===== src/design/s2x_pkg.sv =====
// Package for the Super 2xSaI pixel scaler.
// Pixel and window types, blend masks and register indexes; no dependencies.
`timescale 1ns / 1ps
package s2x_pkg;

    typedef logic [15:0] t_pix;
    typedef t_pix t_row [4];
    typedef t_row t_win [4];

    // register indexes on the configuration port
    typedef enum logic [1:0] {
        REG_FRAME_WIDTH  = 2'd0,
        REG_FRAME_HEIGHT = 2'd1,
        REG_PIXEL_FORMAT = 2'd2
    } t_reg_idx;

    localparam logic [11:0] RST_FRAME_WIDTH  = 12'd320;
    localparam logic [11:0] RST_FRAME_HEIGHT = 12'd240;

    // half and quarter blend masks, index 0 = RGB565, 1 = RGB555
    localparam t_pix HALF_MASK [2] = '{16'hF7DE, 16'h7BDE};
    localparam t_pix HALF_LOW  [2] = '{16'h0821, 16'h0421};
    localparam t_pix QUAR_MASK [2] = '{16'hE79C, 16'h739C};
    localparam t_pix QUAR_LOW  [2] = '{16'h1863, 16'h0C63};

endpackage


===== src/design/s2x_kernel.sv =====
// Super 2xSaI block kernel: picks the 4x4 neighborhood out of the window
// with edge clamp and forms one 2x2 output block. Depends on s2x_pkg.
`timescale 1ns / 1ps
module s2x_kernel (
    input  s2x_pkg::t_win i_win,
    input  logic          i_wr,      // 0: centre in window row 1, 1: row 2
    input  logic          i_wc,      // same for columns
    input  logic          i_fmt,
    output s2x_pkg::t_pix o_tl,
    output s2x_pkg::t_pix o_tr,
    output s2x_pkg::t_pix o_bl,
    output s2x_pkg::t_pix o_br
);
    import s2x_pkg::*;

    function automatic t_pix blend2(input t_pix a, input t_pix b, input logic f);
        logic [16:0] s;
        s = 17'((a & HALF_MASK[f]) >> 1) + 17'((b & HALF_MASK[f]) >> 1)
          + 17'(a & b & HALF_LOW[f]);
        return (a == b) ? a : s[15:0];
    endfunction

    function automatic t_pix blend4(input t_pix a, input t_pix b, input t_pix c,
                                    input t_pix d, input logic f);
        logic [17:0] hi;
        logic [17:0] lo;
        hi = 18'((a & QUAR_MASK[f]) >> 2) + 18'((b & QUAR_MASK[f]) >> 2)
           + 18'((c & QUAR_MASK[f]) >> 2) + 18'((d & QUAR_MASK[f]) >> 2);
        lo = 18'(a & QUAR_LOW[f]) + 18'(b & QUAR_LOW[f])
           + 18'(c & QUAR_LOW[f]) + 18'(d & QUAR_LOW[f]);
        lo = (lo >> 2) & 18'(QUAR_LOW[f]);
        return 16'(hi + lo);
    endfunction

    function automatic logic signed [3:0] vote(input t_pix a, input t_pix b,
                                               input t_pix c, input t_pix d);
        logic [1:0] na;
        logic [1:0] nb;
        logic signed [3:0] v;
        na = 2'd0;
        nb = 2'd0;
        v  = 4'sd0;
        if (a == c) na = na + 2'd1; else if (b == c) nb = nb + 2'd1;
        if (a == d) na = na + 2'd1; else if (b == d) nb = nb + 2'd1;
        if (na <= 2'd1) v = v + 4'sd1;
        if (nb <= 2'd1) v = v - 4'sd1;
        return v;
    endfunction

    t_win p;
    t_pix t0, t1, t2, t3, l0, l1, l2, l3, k0, k1, k2, k3, b0, b1, b2, b3;
    logic signed [3:0] v;

    // neighborhood with clamp at the right and bottom window edge
    always_comb begin
        for (int i = 0; i < 4; i++) begin
            for (int j = 0; j < 4; j++) begin
                logic [2:0] rr;
                logic [2:0] cc;
                rr = 3'(i) + 3'(i_wr);
                cc = 3'(j) + 3'(i_wc);
                if (rr > 3'd3) rr = 3'd3;
                if (cc > 3'd3) cc = 3'd3;
                p[i][j] = i_win[rr[1:0]][cc[1:0]];
            end
        end
    end

    assign {t0, t1, t2, t3} = {p[0][0], p[0][1], p[0][2], p[0][3]};
    assign {l0, l1, l2, l3} = {p[1][0], p[1][1], p[1][2], p[1][3]};
    assign {k0, k1, k2, k3} = {p[2][0], p[2][1], p[2][2], p[2][3]};
    assign {b0, b1, b2, b3} = {p[3][0], p[3][1], p[3][2], p[3][3]};

    assign v = vote(l2, l1, k0, b1) + vote(l2, l1, l0, t1)
             + vote(l2, l1, b2, k3) + vote(l2, l1, t2, l3);

    // right column of the block
    always_comb begin
        if (k1 == l2 && l1 != k2) begin
            o_tr = k1;
            o_br = k1;
        end else if (l1 == k2 && k1 != l2) begin
            o_tr = l1;
            o_br = l1;
        end else if (l1 == k2 && k1 == l2) begin
            if (v > 4'sd0) o_tr = l2;
            else if (v < 4'sd0) o_tr = l1;
            else o_tr = blend2(l1, l2, i_fmt);
            o_br = o_tr;
        end else begin
            if (l2 == k2 && k2 == b1 && k1 != b2 && k2 != b0)
                o_br = blend4(k2, k2, k2, k1, i_fmt);
            else if (l1 == k1 && k1 == b2 && b1 != k2 && k1 != b3)
                o_br = blend4(k1, k1, k1, k2, i_fmt);
            else
                o_br = blend2(k1, k2, i_fmt);
            if (l2 == k2 && l2 == t1 && l1 != t2 && l2 != t0)
                o_tr = blend4(l2, l2, l2, l1, i_fmt);
            else if (l1 == k1 && l1 == t2 && t1 != l2 && l1 != t3)
                o_tr = blend4(l2, l1, l1, l1, i_fmt);
            else
                o_tr = blend2(l1, l2, i_fmt);
        end
    end

    // left column of the block
    always_comb begin
        if (l1 == k2 && k1 != l2 && l0 == l1 && l1 != b2) o_bl = blend2(k1, l1, i_fmt);
        else if (l1 == k0 && l2 == l1 && l0 != k1 && l1 != b0) o_bl = blend2(k1, l1, i_fmt);
        else o_bl = k1;
        if (k1 == l2 && l1 != k2 && k0 == k1 && k1 != t2) o_tl = blend2(k1, l1, i_fmt);
        else if (l0 == k1 && k2 == k1 && k0 != l1 && k1 != t0) o_tl = blend2(k1, l1, i_fmt);
        else o_tl = l1;
    end
endmodule


===== config.mk =====
export PLATFORM = sky130hd
export DESIGN_NAME = s2x_kernel
export DESIGN_NICKNAME = d
export VERILOG_FILES = /design/src/design/s2x_pkg.sv /design/src/design/s2x_kernel.sv
export SDC_FILE = /design/constraint.sdc
export NUM_CORES = 1
export LEC_CHECK = 0
export BUFFER_PORTS_ARGS = -buffer_cell sky130_fd_sc_hd__buf_4
export CAP_MARGIN = 20
export CORE_MARGIN = 4
export CORE_UTILIZATION = 40
export DETAILED_ROUTE_END_ITERATION = 10
export GPL_ROUTABILITY_DRIVEN = 0
export GPL_TIMING_DRIVEN = 1
export PLACE_DENSITY_LB_ADDON = 0.12
export SYNTH_ARGS = -nofsm -noshare
export SYNTH_HDL_FRONTEND = slang
export SYNTH_SLANG_ARGS = --single-unit

===== constraint.sdc =====
create_clock -name vclk -period 42.6
set_input_delay 12.78 -clock vclk [all_inputs]
set_output_delay 12.78 -clock vclk [all_outputs]
set_load 0.02 [all_outputs]

Yosys cells after proc, flatten, opt, wreduce, memory -nomap -nowiden --
Index checks and enable logic that the tools add are counted.
Storage, ports and cells: register bits after elaboration 0, output and inout port bits 64, logic and storage cells 315
Operators by class: equal/unequal tests 46, bitwise operators 31, $lt $le $gt $ge 27, mux-type cells 131, reductions and logical operators 25, $add $sub $neg 55
Operators with widths (number):
- 16-bit 2-to-1 mux | 61
- 16-bit binary-select mux with 2-bit select | 16
- 64-bit binary-select mux with 2-bit select | 4
- 64-bit 2-to-1 mux | 8
- 16-bit == test | 30
- 16-bit bitwise AND | 22
- 16-bit != test | 16
- 16-bit adder | 7
- 16-bit by 14-bit adder with 16-bit output | 6
- 18-bit adder | 5
- 18-bit by 16-bit adder with 18-bit output | 4
- 14-bit by 14-bit adder with 15-bit output | 4
- 15-bit by 15-bit adder with 16-bit output | 3
- 2-bit 2-to-1 mux | 21
- 15-bit by 14-bit adder with 16-bit output | 2
- 1-bit logical AND | 25
- 3-bit greater-or-equal comparator (second input constant) | 8
- 2-bit NOT with 3-bit output | 8
- 16-bit by 18-bit adder with 18-bit output | 1
- 17-bit by 16-bit adder with 18-bit output | 1
- 16-bit by 16-bit adder with 17-bit output | 1
- 2-bit by 1-bit adder with 2-bit output (second input constant) | 8
- 2-bit by 1-bit <= comparator with 1-bit output (second input constant) | 8
- 4-bit 2-to-1 mux | 4
- 14 further kinds | 42

Longest topological paths before layout --
Gate-level depths: netlist of run 1.
depth after elaboration 27, gate-level depth with buffers 27, gate-level depth less buffers 21

Worst setup path before layout of run 1 --
No wires, ideal clock.
kind input to output, start point input i_wr, end point output o_br[12], data arrival time 18.675 ns, stages 26, slack 11.145 ns, path through buf_6 buf_12 buf_6 buf_4 buf_2 buf_2 buf_2 mux2i_1 o22ai_1 nor4_1 a41oi_1 nor3_1 nand2_1 fa_1 inv_1 fa_1 ha_1 inv_1 fa_1 xor2_1 xnor2_1 or2_1 clkbuf_1 o21ai_0 a32o_1 a211oi_1
On the way: cells in the longest elaborated chain, start to end 27, elaborated cells on any way between the ends 206, those cells by class add/sub: 36; order compare: 14; eq/ne: 30; mux: 99; bitwise: 18; reduce/logical: 9
Ends and longest elaborated chain:
- from (decl) | line s2x_kernel.sv:6 | input logic i_wr,
- 2-bit by 1-bit adder with 3-bit output / 1-bit by 1-bit adder with 2-bit output (equally long branches) | line s2x_kernel.sv:60 | rr = 3'(i) + 3'(i_wr);
- 3-bit by 2-bit > comparator with 1-bit output / 2-bit > comparator (equally long branches) | line s2x_kernel.sv:62 | if (rr > 3'd3) rr = 3'd3;
- 2-bit 2-to-1 mux | line s2x_kernel.sv:62
- 2-bit NOT with 3-bit output (implied by the code) | line s2x_kernel.sv:64 | p[i][j] = i_win[rr[1:0]][cc[1:0]];
- 64-bit binary-select mux with 2-bit select | line s2x_kernel.sv:64
- 64-bit 2-to-1 mux (implied by the code) (2 in a row) | line s2x_kernel.sv:64
- 16-bit binary-select mux with 2-bit select | line s2x_kernel.sv:64
- 16-bit 2-to-1 mux (implied by the code) (2 in a row) | line s2x_kernel.sv:64
- [8 not listed]
- 4-bit adder | line s2x_kernel.sv:74 | assign v = vote(l2, l1, k0, b1) + vote(l2, l1, l0, t1)
- 4-bit adder (2 in a row) | line s2x_kernel.sv:75 | + vote(l2, l1, b2, k3) + vote(l2, l1, t2, l3);
- 4-bit by 1-bit less-than comparator with 1-bit output | line s2x_kernel.sv:87 | else if (v < 4'sd0) o_tr = l1;
- 16-bit 2-to-1 mux | line s2x_kernel.sv:87
- 16-bit 2-to-1 mux | line s2x_kernel.sv:86 | if (v > 4'sd0) o_tr = l2;
- 16-bit 2-to-1 mux | line s2x_kernel.sv:85 | end else if (l1 == k2 && k1 == l2) begin
- 16-bit 2-to-1 mux | line s2x_kernel.sv:82 | end else if (l1 == k2 && k1 != l2) begin
- 16-bit 2-to-1 mux (*) | line s2x_kernel.sv:79 | if (k1 == l2 && l1 != k2) begin
- to (decl) | line s2x_kernel.sv:12 | output s2x_pkg::t_pix o_br
Mark *: on every way between the ends. The rest lies on a longest branch, timed or not. The select of a mux whose other input is x is not followed.

Worst setup path in the final report of run 1 --
start point input i_wr, end point output o_tr[2]
On the way: cells in the longest elaborated chain, start to end 27, elaborated cells on any way between the ends 196, those cells by class add/sub: 34; order compare: 14; eq/ne: 27; mux: 98; bitwise: 14; reduce/logical: 9
Ends and longest elaborated chain:
- 2-bit by 1-bit adder with 3-bit output / 1-bit by 1-bit adder with 2-bit output (equally long branches) | line s2x_kernel.sv:60
- 3-bit by 2-bit > comparator with 1-bit output / 2-bit > comparator (equally long branches) | line s2x_kernel.sv:62
- 2-bit 2-to-1 mux | line s2x_kernel.sv:62
- 2-bit NOT with 3-bit output (implied by the code) | line s2x_kernel.sv:64
- 64-bit binary-select mux with 2-bit select | line s2x_kernel.sv:64
- 64-bit 2-to-1 mux (implied by the code) (2 in a row) | line s2x_kernel.sv:64
- 16-bit binary-select mux with 2-bit select | line s2x_kernel.sv:64
- 16-bit 2-to-1 mux (implied by the code) (2 in a row) | line s2x_kernel.sv:64
- [8 not listed]
- 4-bit adder | line s2x_kernel.sv:74
- 4-bit adder (2 in a row) | line s2x_kernel.sv:75
- 4-bit by 1-bit less-than comparator with 1-bit output | line s2x_kernel.sv:87
- 16-bit 2-to-1 mux | line s2x_kernel.sv:87
- 16-bit 2-to-1 mux | line s2x_kernel.sv:86
- 16-bit 2-to-1 mux | line s2x_kernel.sv:85
- 16-bit 2-to-1 mux | line s2x_kernel.sv:82
- 16-bit 2-to-1 mux (*) | line s2x_kernel.sv:79
- to (decl) | line s2x_kernel.sv:10 | output s2x_pkg::t_pix o_tr,
Marked as above.

==> results of run 1 <==
==> final timing paths <==
check / slack [ps] / to
setup / recovery: 9050 / o_tr[2]
hold / removal: 26510 / o_tl[14]
==> worst max-delay path, delay by kind of cell <==
family | cells | cell delay, ps
simple gates | 4 | 1680
fa+ha+maj | 4 | 1640
buf+inv | 5 | 1790
compound gates | 3 | 990
xor+xnor | 3 | 830
mux | 1 | 940
==> final cells by class <==
class              instances  area [um2]  share of cell area
inverters                138       518.0             0.02181
well taps                688       860.8             0.03624
repair buffers           358        2715              0.1143
multi-input cells       2091       19660              0.8277
==> layout by cell type (no fill, tap or decap), types with 5 or more instances in the layout <==
cell type and instances:
sky130_fd_sc_hd__buf_4 355, sky130_fd_sc_hd__xnor2_1 340, sky130_fd_sc_hd__xor2_1 218, sky130_fd_sc_hd__ha_1 174, sky130_fd_sc_hd__mux4_2 137, sky130_fd_sc_hd__inv_1 133, sky130_fd_sc_hd__mux2i_1 122, sky130_fd_sc_hd__nand2_1 106
sky130_fd_sc_hd__fa_1 106, sky130_fd_sc_hd__nor2_1 103, sky130_fd_sc_hd__nor4_1 89, sky130_fd_sc_hd__nand4_1 85, sky130_fd_sc_hd__a21oi_1 80, sky130_fd_sc_hd__o21ai_0 74, sky130_fd_sc_hd__nor3_1 42, sky130_fd_sc_hd__mux2_2 34
sky130_fd_sc_hd__a211oi_1 23, sky130_fd_sc_hd__and2_1 22, sky130_fd_sc_hd__nand3_1 22, sky130_fd_sc_hd__a21o_1 21, sky130_fd_sc_hd__and3_1 20, sky130_fd_sc_hd__o211ai_1 20, sky130_fd_sc_hd__a31oi_1 19, sky130_fd_sc_hd__nor2b_1 17
sky130_fd_sc_hd__o31ai_1 16, sky130_fd_sc_hd__nand2b_1 15, sky130_fd_sc_hd__a22oi_1 11, sky130_fd_sc_hd__o22ai_1 10, sky130_fd_sc_hd__a31o_2 9, sky130_fd_sc_hd__o21bai_1 9, sky130_fd_sc_hd__or3_1 9, sky130_fd_sc_hd__mux2_1 9
sky130_fd_sc_hd__o21ai_1 6, sky130_fd_sc_hd__and4_1 6, sky130_fd_sc_hd__o21a_1 6, sky130_fd_sc_hd__a211o_1 6, sky130_fd_sc_hd__nor4_2 5, sky130_fd_sc_hd__nor3b_1 5
==> report_power, final <==
part,internal [mW],total [mW],switching [mW]
registers,0,0,0
clock network,0,0,0
logic,0.274,0.685,0.411
total,0.274,0.685,0.411
==> routing by layer <==
metal / track usage / vias up / wire length, um
met2: 0.5504 / 1932 / 45570
met1: 0.4734 / 10800 / 40340
met3: 0.1049 / 545 / 15160
li1: - / 9145 / -
met4: 0.2394 / 4 / 9888
met5: 0 / - / 31
==> cells by family after synthesis <==
logic type               count (synthesis)  synth area share
AND/OR/NAND/NOR                        577            0.1477
XOR/XNOR                               558            0.2306
AO/OA/AOI/OAI                          369            0.1167
multiplexers                           307            0.2294
buffers and inverters                  301           0.07274
adder cells (fa/ha/maj)                280            0.2029
==> per-stage QoR <==
stage / power [mW] / setup WS, ps / cell area [um2] / cells / hold slack (ps)
after floorplan: 0.4545 / 11150 / 21190 / 2392 / 26070
after global placement: 0.6570 / 9325 / 23750 / 3275 / 26460
after detailed placement: 0.6651 / 9214 / 23750 / 3275 / 26450
after CTS: 0.6682 / 9202 / 23750 / 3275 / 26450
after global routing: 0.7309 / 8615 / 23750 / 3275 / 26510
final: 0.6852 / 9053 / 23750 / 3275 / 26510
==> out/qor_table.md, run 1 <==
| Item | Reported | Unit |
|---|---|---|
| Status | complete, no violations | - |
| Sequential cell area | 0 | um2 |
| Leakage power figure | 9.848 | nW |
| Net count of the mapped netlist | 2,931 | - |
| Net count of the finished layout | 3,128 | - |
| Starting density of the core | 0.4033 | - |
| Number of fill cells | 5,183 | - |
| Vias in the first global route | 21,650 | - |
| Path category of the worst min-delay check | primary input to primary output | - |
| Top achievable clock speed | 0.02981 | GHz |
| Finished Core Util | 0.4520 | - |
| Total core area | 52,550 | um2 |
| Routed wire per std cell | 33.89 | um |
| Worst setup startpoint | i_wr | - |
| Post-cts gate resize count | 0 | - |
| Final count of hold timing violations | 0 | - |
| Startpoint of the worst hold path | i_win[174] | - |
| DRC violations left | 0 | - |
| Accumulated negative setup slack | 0 | ps |
| Most common cell in the synthesized netlist | sky130_fd_sc_hd__xnor2_1 | - |
| Critical Path Fanout Max | 96 | - |
| Cell types with the largest area share after synthesis | sky130_fd_sc_hd__mux4_2 15%, sky130_fd_sc_hd__xnor2_1 14%, sky130_fd_sc_hd__ha_1 10%, sky130_fd_sc_hd__fa_1 10%, sky130_fd_sc_hd__xor2_1 9.0% | - |
| Slew Viols, Final | 0 | - |
| Post-synth top area cell | sky130_fd_sc_hd__mux4_2 | - |
| Total Routing Usage GR | 0.3711 | - |
| Highest-delay cell along the critical path | sky130_fd_sc_hd__mux4_2 | - |
| Per-cell via count in the routed design | 6.847 | - |
| Layout cells sized above 1 | 0.2199 | - |
| # port buffers | 323 | - |
| Warnings, synthesis | 0 | - |
| Detailed router's first-iteration violation count | 3,458 | - |
| Max_slew headroom | 0.1580 | - |
| Worst setup path category | primary input to primary output | - |
| Number of clock buffers in the layout | 0 | - |
| Antenna diode instance count | 0 | - |
| Total Die Area | 56,730 | um2 |
| Growth of design area from synthesis to finish | 12.09 | % |
| Element type at the critical path start | primary input | - |
| Max capacitance violation total | 0 | - |
| Routed via count | 22,420 | - |
| Crit path largest cell delay | 940 | ps |
| Number of setup buffers added after CTS | 0 | - |
| Total number of sequential cells | 0 | - |
| Number of setup violations in the final report | 0 | - |
| Post-Syn Instances | 2,392 | - |
| Top-level port count | 323 | - |
| Aggregate global routing overflow | 0 | - |
| Distinct cell type count after synthesis | 92 | - |
| Post-detailed-routing wire length | 111,000 | um |
| Hold_buf cts | 0 | - |
| Dominant cell type by count on the critical path | sky130_fd_sc_hd__fa_1 | - |
| Worst vdd rail ir drop | 0.00001738 | V |
| Placement row count | 84 | - |
| Type of destination of the critical path | primary output | - |
| Antenna violations before repair | 2 | - |
| Number of nets with antenna violations after detailed routing | 0 | - |
| Register area share after synthesis | 0 | - |
| Post-route fraction of the period consumed by the critical path | 0.7875 | - |
| Crit-path cells | buf_8 -> buf_4 -> mux4_2 -> xnor2_1 -> nor4_1 -> nand4_1 -> or4_1 -> fa_1 -> inv_1 -> fa_1 -> ha_1 -> inv_1 -> fa_1 -> xor2_1 -> xnor2_1 -> or2_1 -> o21ai_0 -> a31oi_1 -> a21boi_1 -> buf_4 | - |
| Critical path data arrival time | 20,770 | ps |
| Horizontal extent of the die | 238.2 | um |
| Top post-synthesis cells by count | 340 x sky130_fd_sc_hd__xnor2_1, 218 x sky130_fd_sc_hd__xor2_1, 174 x sky130_fd_sc_hd__ha_1 | - |
| Fraction of post-synthesis cell area in the top cell type by area | 0.1456 | - |
| Shortest period the worst path allows | 33,550 | ps |
| Die Height | 238.2 | um |
| Setup repair after global routing missed its margin | no | - |
| Sum of net half-perimeters after detailed placement | 87,060 | um |
| Largest net degree at the start of global routing | 139 | - |
| Global-route wire length before repair | 154,700 | um |
| P per Cell Area | 28.85 | nW/um2 |
| Hold-critical path depth | 5 | - |
| CP Data Required Time | 29,820 | ps |
| Worst Max-Slew Pin Slew | 1258 | ps |
| Area of the mapped netlist | 21,190 | um2 |
| Post-Syn Area per Cell | 8.860 | um2 |
| Detailed-router iteration count before antenna repair | 7 | - |
(Power assumes the default switching activity.)
==> run 2, diff against run 1 <==
Clock period 42.6 ns to 34.4 ns, I/O delays scaled along.
==> run 2 against run 1 <==
Via count down 0.32%. Die area unchanged. Final area about the same. Hold slack worse by 4900 ps. Clock-buffer cell count unchanged. Largest power group unchanged.
==> out/qor_table.md, run 2 (same netlist as run 1, synthesis figures left out) <==
| Item | Reported | Unit |
|---|---|---|
| Status | complete, no violations | - |
| Growth of design area from synthesis to finish | 12.13 | % |
| Routed wire per std cell | 33.91 | um |
| CP Data Required Time | 24,080 | ps |
| Met1 usage in global routing | 0.4689 | - |
| Routing usage on met3 | 0.1063 | - |
| Number of setup buffers added after CTS | 0 | - |
| Accumulated negative setup slack | 0 | ps |
| Critical path data arrival time | 18,370 | ps |
| Routed via count | 22,350 | - |
| DRC violations left | 0 | - |
| Type of destination of the critical path | primary output | - |
| Vias in the first global route | 21,780 | - |
| Net count of the finished layout | 3,129 | - |
| Final count of hold timing violations | 0 | - |
| GRT Max-Usage Layer | met2 | - |
| Post-route fraction of the period consumed by the critical path | 0.8340 | - |
| Total Routing Usage GR | 0.3709 | - |
| Path category of the worst min-delay check | primary input to primary output | - |
| Crit path largest cell delay | 670 | ps |
| Global-route wire length before repair | 154,800 | um |
| Worst setup path category | primary input to primary output | - |
| Cell class contributing the biggest share of worst-path delay | buffers and inverters | - |
| Shortest period the worst path allows | 28,690 | ps |
| Dominant cell type by count on the critical path | sky130_fd_sc_hd__fa_1 | - |
| Leakage power figure | 9.854 | nW |
| Horizontal extent of the die | 238.2 | um |
| Setup repair after global routing missed its margin | no | - |
| Worst hold-check slack | 21,580 | ps |
| Buf+Inv Stages, Crit Path | 6 | - |
| Worst Max-Slew Pin Slew | 1109 | ps |
| Total number of cells along the worst setup path | 23 | - |
| Placement row count | 84 | - |
| Layout cells sized above 1 | 0.2202 | - |
| Total design power | 848.2 | uW |
| Number of nets with antenna violations after detailed routing | 0 | - |
| Finished Core Util | 0.4522 | - |
| Hold_buf cts | 0 | - |
| Slew Viols, Final | 0 | - |
| Max_slew headroom | 0.2608 | - |
| Worst vdd rail ir drop | 0.00002134 | V |
| Sum of net half-perimeters after detailed placement | 87,170 | um |
| Highest-delay cell along the critical path | sky130_fd_sc_hd__buf_12 | - |
| Per-cell via count in the routed design | 6.821 | - |
| # port buffers | 323 | - |
| P per Cell Area | 35.69 | nW/um2 |
| Detailed router's first-iteration violation count | 3,242 | - |
| Aggregate global routing overflow | 0 | - |
| Critical Path Fanout Max | 138 | - |
| Largest net degree at the start of global routing | 139 | - |
| Crit-path cells | buf_8 -> buf_12 -> mux2_2 -> o21ai_0 -> inv_1 -> buf_4 -> xnor2_1 -> nor4_1 -> nand4_1 -> nor4_1 -> a21bo_2 -> fa_1 -> fa_1 -> ha_1 -> inv_1 -> fa_1 -> xor2_1 -> xnor2_1 -> or2_1 -> o21ai_0 -> a22oi_1 -> a21boi_1 -> buf_4 | - |
| Top achievable clock speed | 0.03485 | GHz |
| Number of setup violations in the final report | 0 | - |
| Sequential cell area | 0 | um2 |
| Met2 track demand over resource | 0.5525 | - |
| Setup ws final | 5709 | ps |
| Worst setup startpoint | i_wc | - |
| Most common cell after layout, fill and taps aside | sky130_fd_sc_hd__buf_4 | - |
| Most used cells in the layout excluding fill and tap cells | 356 x sky130_fd_sc_hd__buf_4, 340 x sky130_fd_sc_hd__xnor2_1, 218 x sky130_fd_sc_hd__xor2_1, 174 x sky130_fd_sc_hd__ha_1, 137 x sky130_fd_sc_hd__mux4_2 | - |
| Top-level port count | 323 | - |
| Critical Path End | o_tr[1] | - |
| Starting density of the core | 0.4033 | - |
| Post-detailed-routing wire length | 111,100 | um |
| Total number of sequential cells | 0 | - |
| Total core area | 52,550 | um2 |
| Detailed-router iteration count before antenna repair | 5 | - |
| Die Height | 238.2 | um |
| Number of clock buffers in the layout | 0 | - |
| Antenna violations before repair | 3 | - |
| Worst slack after detailed placement | 5946 | ps |
| Max capacitance violation total | 0 | - |
| Post-cts gate resize count | 0 | - |
| Element type at the critical path start | primary input | - |
| Total Die Area | 56,730 | um2 |
==> run 2: changes by cell type in the layout (fill, tap and decap cells not counted) <==
| cell | change |
|---|---|
| sky130_fd_sc_hd__buf_4 | +1 |
| sky130_fd_sc_hd__diode_2 | +1 |
==> run 2: area by class of cell <==
class | count | area, um2
repair buffers | 359 | 2723
multi-input cells | 2091 | 19660
diodes | 1 | 2.502
well taps | 688 | 860.8
fillers | 5237 | 28790
inverters | 138 | 518.0
==> run 2: worst min-delay path by stage <==
stage / from / endpoint / slack, ps / depth (start not counted)
after floorplan: i_win[110] / o_tl[14] / 21150 / 4
after global placement: i_win[174] / o_tl[14] / 21540 / 5
after detailed placement: i_win[158] / o_tl[14] / 21530 / 5
after CTS: i_win[174] / o_tl[14] / 21530 / 5
after global routing: i_win[174] / o_tl[14] / 21610 / 5
final: i_win[174] / o_tl[14] / 21580 / 5
==> run 2: metal layers <==
layer | vias up | routed length, um
li1 | 9160 | -
met1 | 10720 | 40370
met2 | 1955 | 45930
met3 | 512 | 14970
met4 | 4 | 9803
met5 | - | 34
==> run 2: through the flow <==
| stage | instances | area [um2] |
|---|---|---|
| after detailed placement | 3275 | 23750 |
| after global routing | 3276 | 23760 |
| final | 3277 | 23760 |
| after CTS | 3275 | 23750 |
| after floorplan | 2392 | 21190 |
| after global placement | 3275 | 23750 |
==> run 2: report_power, final <==
part / internal [mW] / leakage, nW / total, mW / switching [mW]
Clock: 0.00000000207 / 0.00000634 / 0.00000000207 / 0
Combinational: 0.340 / 9.85 / 0.848 / 0.509
Sequential: 0 / 0 / 0 / 0
Total: 0.340 / 9.85 / 0.848 / 0.509
